[src/rtl/avdgh_pkg.sv]
`default_nettype none
package avdgh_pkg;

    localparam int CFG_IDX_W = 1;
    localparam int CFG_DATA_W = 4;

    typedef enum logic [CFG_IDX_W-1:0] {
        CFG_FORMAT = 1'b0,
        CFG_VOLUME = 1'b1
    } t_cfg_reg;

    localparam logic [2:0] FMT_RESET = 3'd4;
    localparam logic [2:0] FMT_ADPCM_LAST = 3'd4;
    localparam logic [2:0] FMT_PCM16 = 3'd5;
    localparam logic [3:0] VOL_RESET = 4'd8;

    localparam logic signed [13:0] LEVEL_MAX = 14'sd2047;
    localparam logic signed [13:0] LEVEL_MIN = -14'sd2048;
    localparam logic signed [6:0] INDEX_MAX = 7'sd48;

    // ADPCM decoder state plus the PCM16 byte pairing
    typedef struct packed {
        logic signed [11:0] level;
        logic [5:0]         idx;
        logic               half;
        logic [7:0]         held;
    } t_vstate;

    // one decoded byte: one or two source samples and their repeat count
    typedef struct packed {
        logic               two;
        logic signed [15:0] raw0;
        logic signed [15:0] raw1;
        logic [4:0]         reps;
        logic [3:0]         vol;
    } t_job;

    typedef struct packed {
        logic signed [11:0] level;
        logic [5:0]         idx;
    } t_nib;

    function automatic logic [10:0] step_of(input logic [5:0] i);
        logic [10:0] s;
        case (i)
            6'd0:  s = 11'd16;   6'd1:  s = 11'd17;   6'd2:  s = 11'd19;
            6'd3:  s = 11'd21;   6'd4:  s = 11'd23;   6'd5:  s = 11'd25;
            6'd6:  s = 11'd28;   6'd7:  s = 11'd31;   6'd8:  s = 11'd34;
            6'd9:  s = 11'd37;   6'd10: s = 11'd41;   6'd11: s = 11'd45;
            6'd12: s = 11'd50;   6'd13: s = 11'd55;   6'd14: s = 11'd60;
            6'd15: s = 11'd66;   6'd16: s = 11'd73;   6'd17: s = 11'd80;
            6'd18: s = 11'd88;   6'd19: s = 11'd97;   6'd20: s = 11'd107;
            6'd21: s = 11'd118;  6'd22: s = 11'd130;  6'd23: s = 11'd143;
            6'd24: s = 11'd157;  6'd25: s = 11'd173;  6'd26: s = 11'd190;
            6'd27: s = 11'd209;  6'd28: s = 11'd230;  6'd29: s = 11'd253;
            6'd30: s = 11'd279;  6'd31: s = 11'd307;  6'd32: s = 11'd337;
            6'd33: s = 11'd371;  6'd34: s = 11'd408;  6'd35: s = 11'd449;
            6'd36: s = 11'd494;  6'd37: s = 11'd544;  6'd38: s = 11'd598;
            6'd39: s = 11'd658;  6'd40: s = 11'd724;  6'd41: s = 11'd796;
            6'd42: s = 11'd876;  6'd43: s = 11'd963;  6'd44: s = 11'd1060;
            6'd45: s = 11'd1166; 6'd46: s = 11'd1282; 6'd47: s = 11'd1411;
            default: s = 11'd1552;
        endcase
        return s;
    endfunction

    // Q16 gain, 2 dB per step, index 8 is unity
    function automatic logic [18:0] gain_of(input logic [3:0] v);
        logic [18:0] g;
        case (v)
            4'd0:  g = 19'd10387;  4'd1:  g = 19'd13076;
            4'd2:  g = 19'd16462;  4'd3:  g = 19'd20724;
            4'd4:  g = 19'd26090;  4'd5:  g = 19'd32846;
            4'd6:  g = 19'd41350;  4'd7:  g = 19'd52057;
            4'd8:  g = 19'd65536;  4'd9:  g = 19'd82505;
            4'd10: g = 19'd103868; 4'd11: g = 19'd130762;
            4'd12: g = 19'd164619; 4'd13: g = 19'd207243;
            4'd14: g = 19'd260904; default: g = 19'd328458;
        endcase
        return g;
    endfunction

    function automatic logic [4:0] reps_of(input logic [2:0] f);
        logic [4:0] r;
        case (f)
            3'd0:    r = 5'd16;
            3'd1:    r = 5'd12;
            3'd2:    r = 5'd8;
            3'd3:    r = 5'd6;
            default: r = 5'd4;
        endcase
        return r;
    endfunction

    // one ADPCM nibble: level update with saturation, index adapt with clamp
    function automatic t_nib nib_step(input logic signed [11:0] lvl,
                                      input logic [5:0] idx,
                                      input logic [3:0] code);
        logic [5:0]         ci;
        logic [10:0]        st;
        logic [12:0]        d;
        logic signed [13:0] sum;
        logic signed [6:0]  dl;
        logic signed [6:0]  ni;
        t_nib               r;
        ci = (idx > 6'(INDEX_MAX)) ? 6'(INDEX_MAX) : idx;
        st = step_of(ci);
        d = 13'(st >> 3);
        if (code[0]) d = d + 13'(st >> 2);
        if (code[1]) d = d + 13'(st >> 1);
        if (code[2]) d = d + 13'(st);
        if (code[3]) sum = 14'(lvl) - $signed({1'b0, d});
        else         sum = 14'(lvl) + $signed({1'b0, d});
        if (sum > LEVEL_MAX)      r.level = LEVEL_MAX[11:0];
        else if (sum < LEVEL_MIN) r.level = LEVEL_MIN[11:0];
        else                      r.level = sum[11:0];
        case (code[2:0])
            3'd4:    dl = 7'sd2;
            3'd5:    dl = 7'sd4;
            3'd6:    dl = 7'sd6;
            3'd7:    dl = 7'sd8;
            default: dl = -7'sd1;
        endcase
        ni = $signed({1'b0, ci}) + dl;
        if (ni > INDEX_MAX)   r.idx = 6'(INDEX_MAX);
        else if (ni < 7'sd0)  r.idx = 6'd0;
        else                  r.idx = ni[5:0];
        return r;
    endfunction

endpackage
`default_nettype wire

[src/rtl/avdgh_decode.sv]
`default_nettype none
module avdgh_decode (
    input  wire avdgh_pkg::t_vstate i_st,
    input  wire logic [2:0]         i_fmt,
    input  wire logic [3:0]         i_vol,
    input  wire logic [7:0]         i_byte,
    input  wire logic               i_restart,
    output avdgh_pkg::t_vstate      o_st,
    output avdgh_pkg::t_job         o_job,
    output logic                    o_has_job
);

    avdgh_pkg::t_vstate st0;
    avdgh_pkg::t_nib    n0;
    avdgh_pkg::t_nib    n1;

    always_comb begin
        st0 = i_st;
        if (i_restart) begin
            st0 = '0;
        end
        n0 = avdgh_pkg::nib_step(st0.level, st0.idx, i_byte[3:0]);
        n1 = avdgh_pkg::nib_step(n0.level, n0.idx, i_byte[7:4]);

        o_st = st0;
        o_job.two = 1'b0;
        o_job.raw0 = '0;
        o_job.raw1 = '0;
        o_job.reps = avdgh_pkg::reps_of(i_fmt);
        o_job.vol = i_vol;
        o_has_job = 1'b1;

        unique case (i_fmt) inside
            [3'd0:avdgh_pkg::FMT_ADPCM_LAST]: begin
                o_st.level = n1.level;
                o_st.idx = n1.idx;
                o_st.half = 1'b0;
                o_st.held = i_byte;
                o_job.two = 1'b1;
                o_job.raw0 = {n0.level, 4'b0000};
                o_job.raw1 = {n1.level, 4'b0000};
            end
            avdgh_pkg::FMT_PCM16: begin
                if (!st0.half) begin
                    // high byte: hold it, nothing to emit yet
                    o_st.held = i_byte;
                    o_st.half = 1'b1;
                    o_has_job = 1'b0;
                end else begin
                    o_st.half = 1'b0;
                    o_job.raw0 = {st0.held, i_byte};
                end
            end
            default: begin
                o_st.half = 1'b0;
                o_job.raw0 = {i_byte, 8'h00};
            end
        endcase
    end

endmodule
`default_nettype wire

[src/rtl/adpcm_voice_decode_gain_hold_core.sv]
`default_nettype none
// ADPCM / PCM voice decoder with Q16 gain and sample-hold repeat.
// Input channel: one raw sample-data byte per word (i_data_byte, i_restart),
// taken when i_in_valid is high and o_in_stall is low. Output channel: one
// gained sample per word (o_sample, o_last), taken when o_out_valid is high
// and i_out_stall is low. o_last marks the final word caused by a byte.
// Config: i_cfg_we with i_cfg_idx (0 = sample format, 1 = volume) and
// i_cfg_data; write only while the block is idle.
// A byte is decoded at acceptance into the job register; the gain multiply then
// loads the output register once that is empty or emits its last word, and the
// first word of the byte is valid from the output register.
// Throughput: bounded by the output side. A byte yields 32/24/16/12/8 words in
// formats 0-4, 4 words in formats 6/7, and 4 words per byte pair in format 5
// (the high byte alone yields none). The job register takes the next byte while
// the current one is still being emitted, so with no output stall and bytes
// arriving in time a new word leaves every cycle.
// Reset (synchronous, active low) sets format 4, volume 8, clears the decoder
// state and empties both registers. A stalled output word holds; once the job
// register is also full, o_in_stall rises.
module adpcm_voice_decode_gain_hold_core (
    input  wire logic                             i_clk,
    input  wire logic                             i_rst_n,
    input  wire logic                             i_in_valid,
    output logic                                  o_in_stall,
    input  wire logic [7:0]                       i_data_byte,
    input  wire logic                             i_restart,
    output logic                                  o_out_valid,
    input  wire logic                             i_out_stall,
    output logic signed [18:0]                    o_sample,
    output logic                                  o_last,
    input  wire logic                             i_cfg_we,
    input  wire logic [avdgh_pkg::CFG_IDX_W-1:0]  i_cfg_idx,
    input  wire logic [avdgh_pkg::CFG_DATA_W-1:0] i_cfg_data
);

    logic [2:0]          r_fmt;
    logic [3:0]          r_vol;
    avdgh_pkg::t_vstate  r_st;
    avdgh_pkg::t_vstate  n_st;

    // job register: decoded byte awaiting the gain stage
    logic                r_a_valid;
    avdgh_pkg::t_job     r_a;
    avdgh_pkg::t_job     n_job;
    logic                n_has_job;

    // output register: gained samples being repeated
    logic                r_b_valid;
    logic signed [18:0]  r_samp0;
    logic signed [18:0]  r_samp1;
    logic                r_b_two;
    logic [4:0]          r_b_reps;
    logic [5:0]          r_b_total;
    logic [4:0]          r_b_idx;

    logic                in_acc;
    logic                out_acc;
    logic                b_last;
    logic                a_to_b;
    logic signed [19:0]  gain;
    logic signed [35:0]  prod0;
    logic signed [35:0]  prod1;

    avdgh_decode u_decode (
        .i_st      (r_st),
        .i_fmt     (r_fmt),
        .i_vol     (r_vol),
        .i_byte    (i_data_byte),
        .i_restart (i_restart),
        .o_st      (n_st),
        .o_job     (n_job),
        .o_has_job (n_has_job)
    );

    assign b_last = ({1'b0, r_b_idx} == (r_b_total - 6'd1));
    assign out_acc = r_b_valid && !i_out_stall;
    // job moves on when the output register is empty or emits its last word
    assign a_to_b = r_a_valid && (!r_b_valid || (out_acc && b_last));
    assign o_in_stall = r_a_valid && !a_to_b;
    assign in_acc = i_in_valid && !o_in_stall;

    assign o_out_valid = r_b_valid;
    assign o_last = b_last;
    // second sample of an ADPCM byte once the first one's copies are out
    assign o_sample = (r_b_two && (r_b_idx >= r_b_reps)) ? r_samp1 : r_samp0;

    // gain: floor(raw * g / 65536), arithmetic shift of the product
    assign gain = $signed({1'b0, avdgh_pkg::gain_of(r_a.vol)});
    assign prod0 = 36'(r_a.raw0) * 36'(gain);
    assign prod1 = 36'(r_a.raw1) * 36'(gain);

    always_ff @(posedge i_clk) begin
        if (!i_rst_n) begin
            r_fmt <= avdgh_pkg::FMT_RESET;
            r_vol <= avdgh_pkg::VOL_RESET;
        end else if (i_cfg_we) begin
            case (i_cfg_idx)
                avdgh_pkg::CFG_FORMAT: r_fmt <= i_cfg_data[2:0];
                default:               r_vol <= i_cfg_data[3:0];
            endcase
        end
    end

    always_ff @(posedge i_clk) begin
        if (!i_rst_n) begin
            r_st <= '0;
        end else if (in_acc) begin
            r_st <= n_st;
        end
    end

    always_ff @(posedge i_clk) begin
        if (!i_rst_n) begin
            r_a_valid <= 1'b0;
        end else if (in_acc) begin
            r_a_valid <= n_has_job;
        end else if (a_to_b) begin
            r_a_valid <= 1'b0;
        end
    end

    always_ff @(posedge i_clk) begin
        if (in_acc && n_has_job) begin
            r_a <= n_job;
        end
    end

    always_ff @(posedge i_clk) begin
        if (!i_rst_n) begin
            r_b_valid <= 1'b0;
            r_b_idx <= '0;
        end else if (a_to_b) begin
            r_b_valid <= 1'b1;
            r_b_idx <= '0;
        end else if (out_acc) begin
            if (b_last) begin
                r_b_valid <= 1'b0;
            end
            r_b_idx <= r_b_idx + 5'd1;
        end
    end

    always_ff @(posedge i_clk) begin
        if (a_to_b) begin
            r_samp0 <= prod0[34:16];
            r_samp1 <= prod1[34:16];
            r_b_two <= r_a.two;
            r_b_reps <= r_a.reps;
            r_b_total <= r_a.two ? {r_a.reps, 1'b0} : {1'b0, r_a.reps};
        end
    end

    // the repeat counter never runs past the word count of its byte
    a_idx_bound: assert property (@(posedge i_clk) disable iff (!i_rst_n)
        r_b_valid |-> ({1'b0, r_b_idx} < r_b_total))
        else $error("repeat counter past end of byte");

    // word count is the repeat count, doubled for two ADPCM samples
    a_total_form: assert property (@(posedge i_clk) disable iff (!i_rst_n)
        r_b_valid |-> ((r_b_total == {1'b0, r_b_reps}) || (r_b_total == {r_b_reps, 1'b0})))
        else $error("word count does not match repeat count");

    // the last word of a byte with nothing queued leaves the output empty
    a_drain: assert property (@(posedge i_clk) disable iff (!i_rst_n)
        (out_acc && b_last && !r_a_valid) |=> !o_out_valid)
        else $error("output valid after last word with no job queued");

    // a held PCM16 high byte never creates a job
    a_no_job: assert property (@(posedge i_clk) disable iff (!i_rst_n)
        (in_acc && !n_has_job) |=> !r_a_valid)
        else $error("job created by a held high byte");

endmodule
`default_nettype wire
[config.mk]
export PLATFORM = sky130hd
export DESIGN_NAME = adpcm_voice_decode_gain_hold_core
export DESIGN_NICKNAME = d
export VERILOG_FILES = /design/src/rtl/avdgh_pkg.sv /design/src/rtl/avdgh_decode.sv /design/src/rtl/adpcm_voice_decode_gain_hold_core.sv
export SDC_FILE = /design/constraint.sdc
export NUM_CORES = 2
export LEC_CHECK = 0
export ABC_AREA = 1
export BUFFER_PORTS_ARGS = -buffer_cell sky130_fd_sc_hd__buf_2
export CORE_ASPECT_RATIO = 1.5
export CORE_MARGIN = 3
export CORE_UTILIZATION = 40
export CTS_BUF_LIST = sky130_fd_sc_hd__clkbuf_4
export DETAILED_ROUTE_END_ITERATION = 10
export SETUP_SLACK_MARGIN = 0.5
export SYNTH_ARGS = -nofsm -noshare
export SYNTH_HDL_FRONTEND = slang
export SYNTH_HIERARCHICAL = 1
export SYNTH_SLANG_ARGS = --single-unit
[constraint.sdc]
create_clock -name i_clk -period 17.7 [get_ports i_clk]
set_input_delay 0.885 -clock i_clk [delete_from_list [all_inputs] [get_ports i_clk]]
set_output_delay 0.885 -clock i_clk [all_outputs]
set_load 0.01 [all_outputs]
==> metrics.md <==
| Metric | Value |
|---|---|
| Outcome | `finished, final reports clean` |
| Yosys top cell area share | `0.271` |
| WHS | `0.397 ns` |
| Largest net degree at the start of global routing | `51` |
| Slew Viols, Final | `0` |
| DR vias | `30182` |
| Post-Synth Simple-Gate Area | `0.228` |
| Global-route usage over all layers | `0.228` |
| # port buffers | `40` |
| Yosys warnings | `6` |
| Worst setup SP type | `primary input` |
| CTS tree | `yes` |
| Fin crit period | `10.88 ns` |
| Grt total ovfl | `0` |
| Final-report setup violation count | `0` |
| Chip width | `249 um` |
| Die Y | `370 um` |
| Fin area | `36700 um^2` |
| Final worst path period share | `0.615` |
| TNS Setup | `0 ns` |
| Synth cell types | `66` |
| Number of synthesized register bits | `152` |
| GP Congestion | `0.942` |
| Root Driver | `clkbuf_4` |
| Number of synthesized flops with an enable pin | `92` |
| Standard-cell rows | `133` |
| Clk Latency, worst-skew pair | `0.72 ns` |
| Reg clk slew, reported paths | `0.17 ns` |
| Global-route wire length before repair | `167000 um` |
| Ranking of synthesized cells by area | `fa_1 27%, nand2_1 13%, ha_1 13%` |
| Critical Path Slowest Stage Cell | `o41ai_1` |
| CTS buffer count | `17` |
| Post CTS Setup Buffer Count | `0` |
| Core Area | `87700 um^2` |
| RSZ-0062 raised after global routing | `no` |
| Worst path max stage delay | `0.60 ns` |
| Area leader, netlist | `fa_1` |
| Asr flop ratio synth | `0` |
| Share of layout cells above drive strength 1 | `0.0534` |
| Min-delay worst type | `in -> reg` |
| Drt wl/cell | `17.3 um` |
| Antenna violations before repair | `3` |
| Clk_skew | `0.0408 ns` |
| Largest family of logic cells by synthesized area | `adder cells` |
| Hold_buf cts | `0` |
| Worst setup EP type | `flop` |
| Via-to-Cell Ratio | `5.08` |
| Worst slew pin tran | `1.06 ns` |
| Resized cells post-CTS | `0` |
| Worst Path Max Fanout | `18` |
| Synth Instances | `4874` |
| DRC Markers | `0` |
| Final nets | `5644` |
| CTS Buffer Depth | `2` |
| Io pins | `41` |
| Antenna Violating Nets Remaining | `0` |
| Top cell by count, worst path | `nand2_1` |
| Post-Syn Area | `35400 um^2` |
| Setup WS pre-CTS | `6.11 ns` |
| Htree depth | `4` |
| WP data arrival | `11.48 ns` |
| Vias in the first global route | `31796` |
| Max Cap Viol | `0` |
| Iteration-0 DRC Markers | `1544` |
| Mapped Avg Cell Area | `7.26 um^2` |
| Post-synthesis compound-gate area fraction | `0.0758` |
| Drt total wl | `103000 um` |
| Initial core utilization | `0.404` |
| Post-Synth XOR/XNOR Area | `0.0238` |
| Dpl cell area | `36300 um^2` |
| Relative slew slack | `0.292` |
| Mux cell area share after synthesis | `0.00636` |
| Die area | `92200 um^2` |
| Post-DP HPWL | `82600 um` |
| Final hold vios | `0` |
| Final WS setup | `6.82 ns` |
| CTS sink count | `152` |
| Seq/Total Area, Yosys | `0.112` |
| Drt first pass iters | `8` |
| Synth Area in Adders | `0.402` |
| Crit path required time | `18.30 ns` |
| WS Path Type | `in -> reg` |
| Maximum clock rate | `91.9 MHz` |
| Count leader, synth | `nand2_1` |
| Synth top cells by count | `1237 x nand2_1, 1165 x inv_1, 480 x fa_1, 368 x ha_1, 301 x nor2_1` |
| Ys flop type | `edfxtp_1` |
| Area Growth Syn to Fin | `3.62%` |
-- state kept, by name, summed over array words and instances (netlist names), 3 cells and up --
name,cells
r_samp0,19
r_b_total,6
r_b_idx,5
r_st,27
r_fmt,3
r_samp1,19
gain,19
r_vol,4
r_a,42
r_b_reps,5
-- cell usage in the layout, fill, tap and decap left out, types with 36 or more instances in the layout --
master    instances
o21ai_0         144
xor2_1           60
nand2_1        1237
a21oi_1         166
nand4_1          44
nor2_1          300
edfxtp_1         92
buf_2            40
xnor2_1          36
fa_1            480
ha_1            368
inv_1          1163
nand3_1         202
dfxtp_1          60
-- logic make-up after synthesis --
| group | count (synthesis) |
|---|---|
| AOI/OAI and AO/OA | 462 |
| xor gates and xnor gates | 96 |
| adders and majority gates | 848 |
| buffers and inverters | 1376 |
| DFF | 152 |
| muxes | 20 |
| other | 1 |
| and+or+nand+nor | 1919 |
-- metal layers --
metal / vias up / GRT usage / part of all wire
met2: 703 / 0.449 / 0.55
met3: 279 / 0.0209 / 0.034
met5: - / 0 / 0
met1: 14677 / 0.237 / 0.36
li1: 14523 / - / -
met4: 0 / 0.122 / 0.058
-- through the flow --
| stage | utilization | cells |
|---|---|---|
| 2_1_floorplan | - | 4878 |
| 3_3_place_gp | 0.414 | 5905 |
| 3_5_place_dp | 0.414 | 5905 |
| 4_1_cts | 0.418 | 5937 |
| 5_1_grt | 0.418 | 5939 |
| 6_report | 0.418 | 5940 |
-- final cells by class --
class / count / area, um^2
multi-input combinational: 3350 / 26100
timing repair buffer: 68 / 410
sequential: 152 / 3960
antenna: 3 / 7.51
fill: 9178 / 51000
inverter: 1188 / 4470
clock inverter: 15 / 200
tap: 1147 / 1440
clock buffer: 17 / 128
-- critical path: cells and delay by family --
kind | cells | cell delay [ns]
xor+xnor | 3 | 0.44
fa+ha+maj | 7 | 2.32
buf+inv | 5 | 0.55
simple gates | 33 | 3.92
compound gates | 17 | 3.31
-- path summary, 6_finish.rpt --
path,startpoint,end,slack [ns],depth (start not counted)
worst max register to register,r_st[12]$_SDFFE_PN0P_,r_st[23]$_SDFFE_PN0P_,6.88,65
worst min register to register,r_a[4]$_DFFE_PP_,r_b_reps[0]$_DFFE_PP_,0.47,0
worst max-delay path,i_restart,r_st[23]$_SDFFE_PN0P_,6.82,65
worst min-delay path,i_cfg_data[3],r_vol[3]$_SDFFE_PN1P_,0.40,3
Power is left out: the tool's default activity adds up to more than one toggle a clock period on the data nets, which glitch-free logic cannot reach.
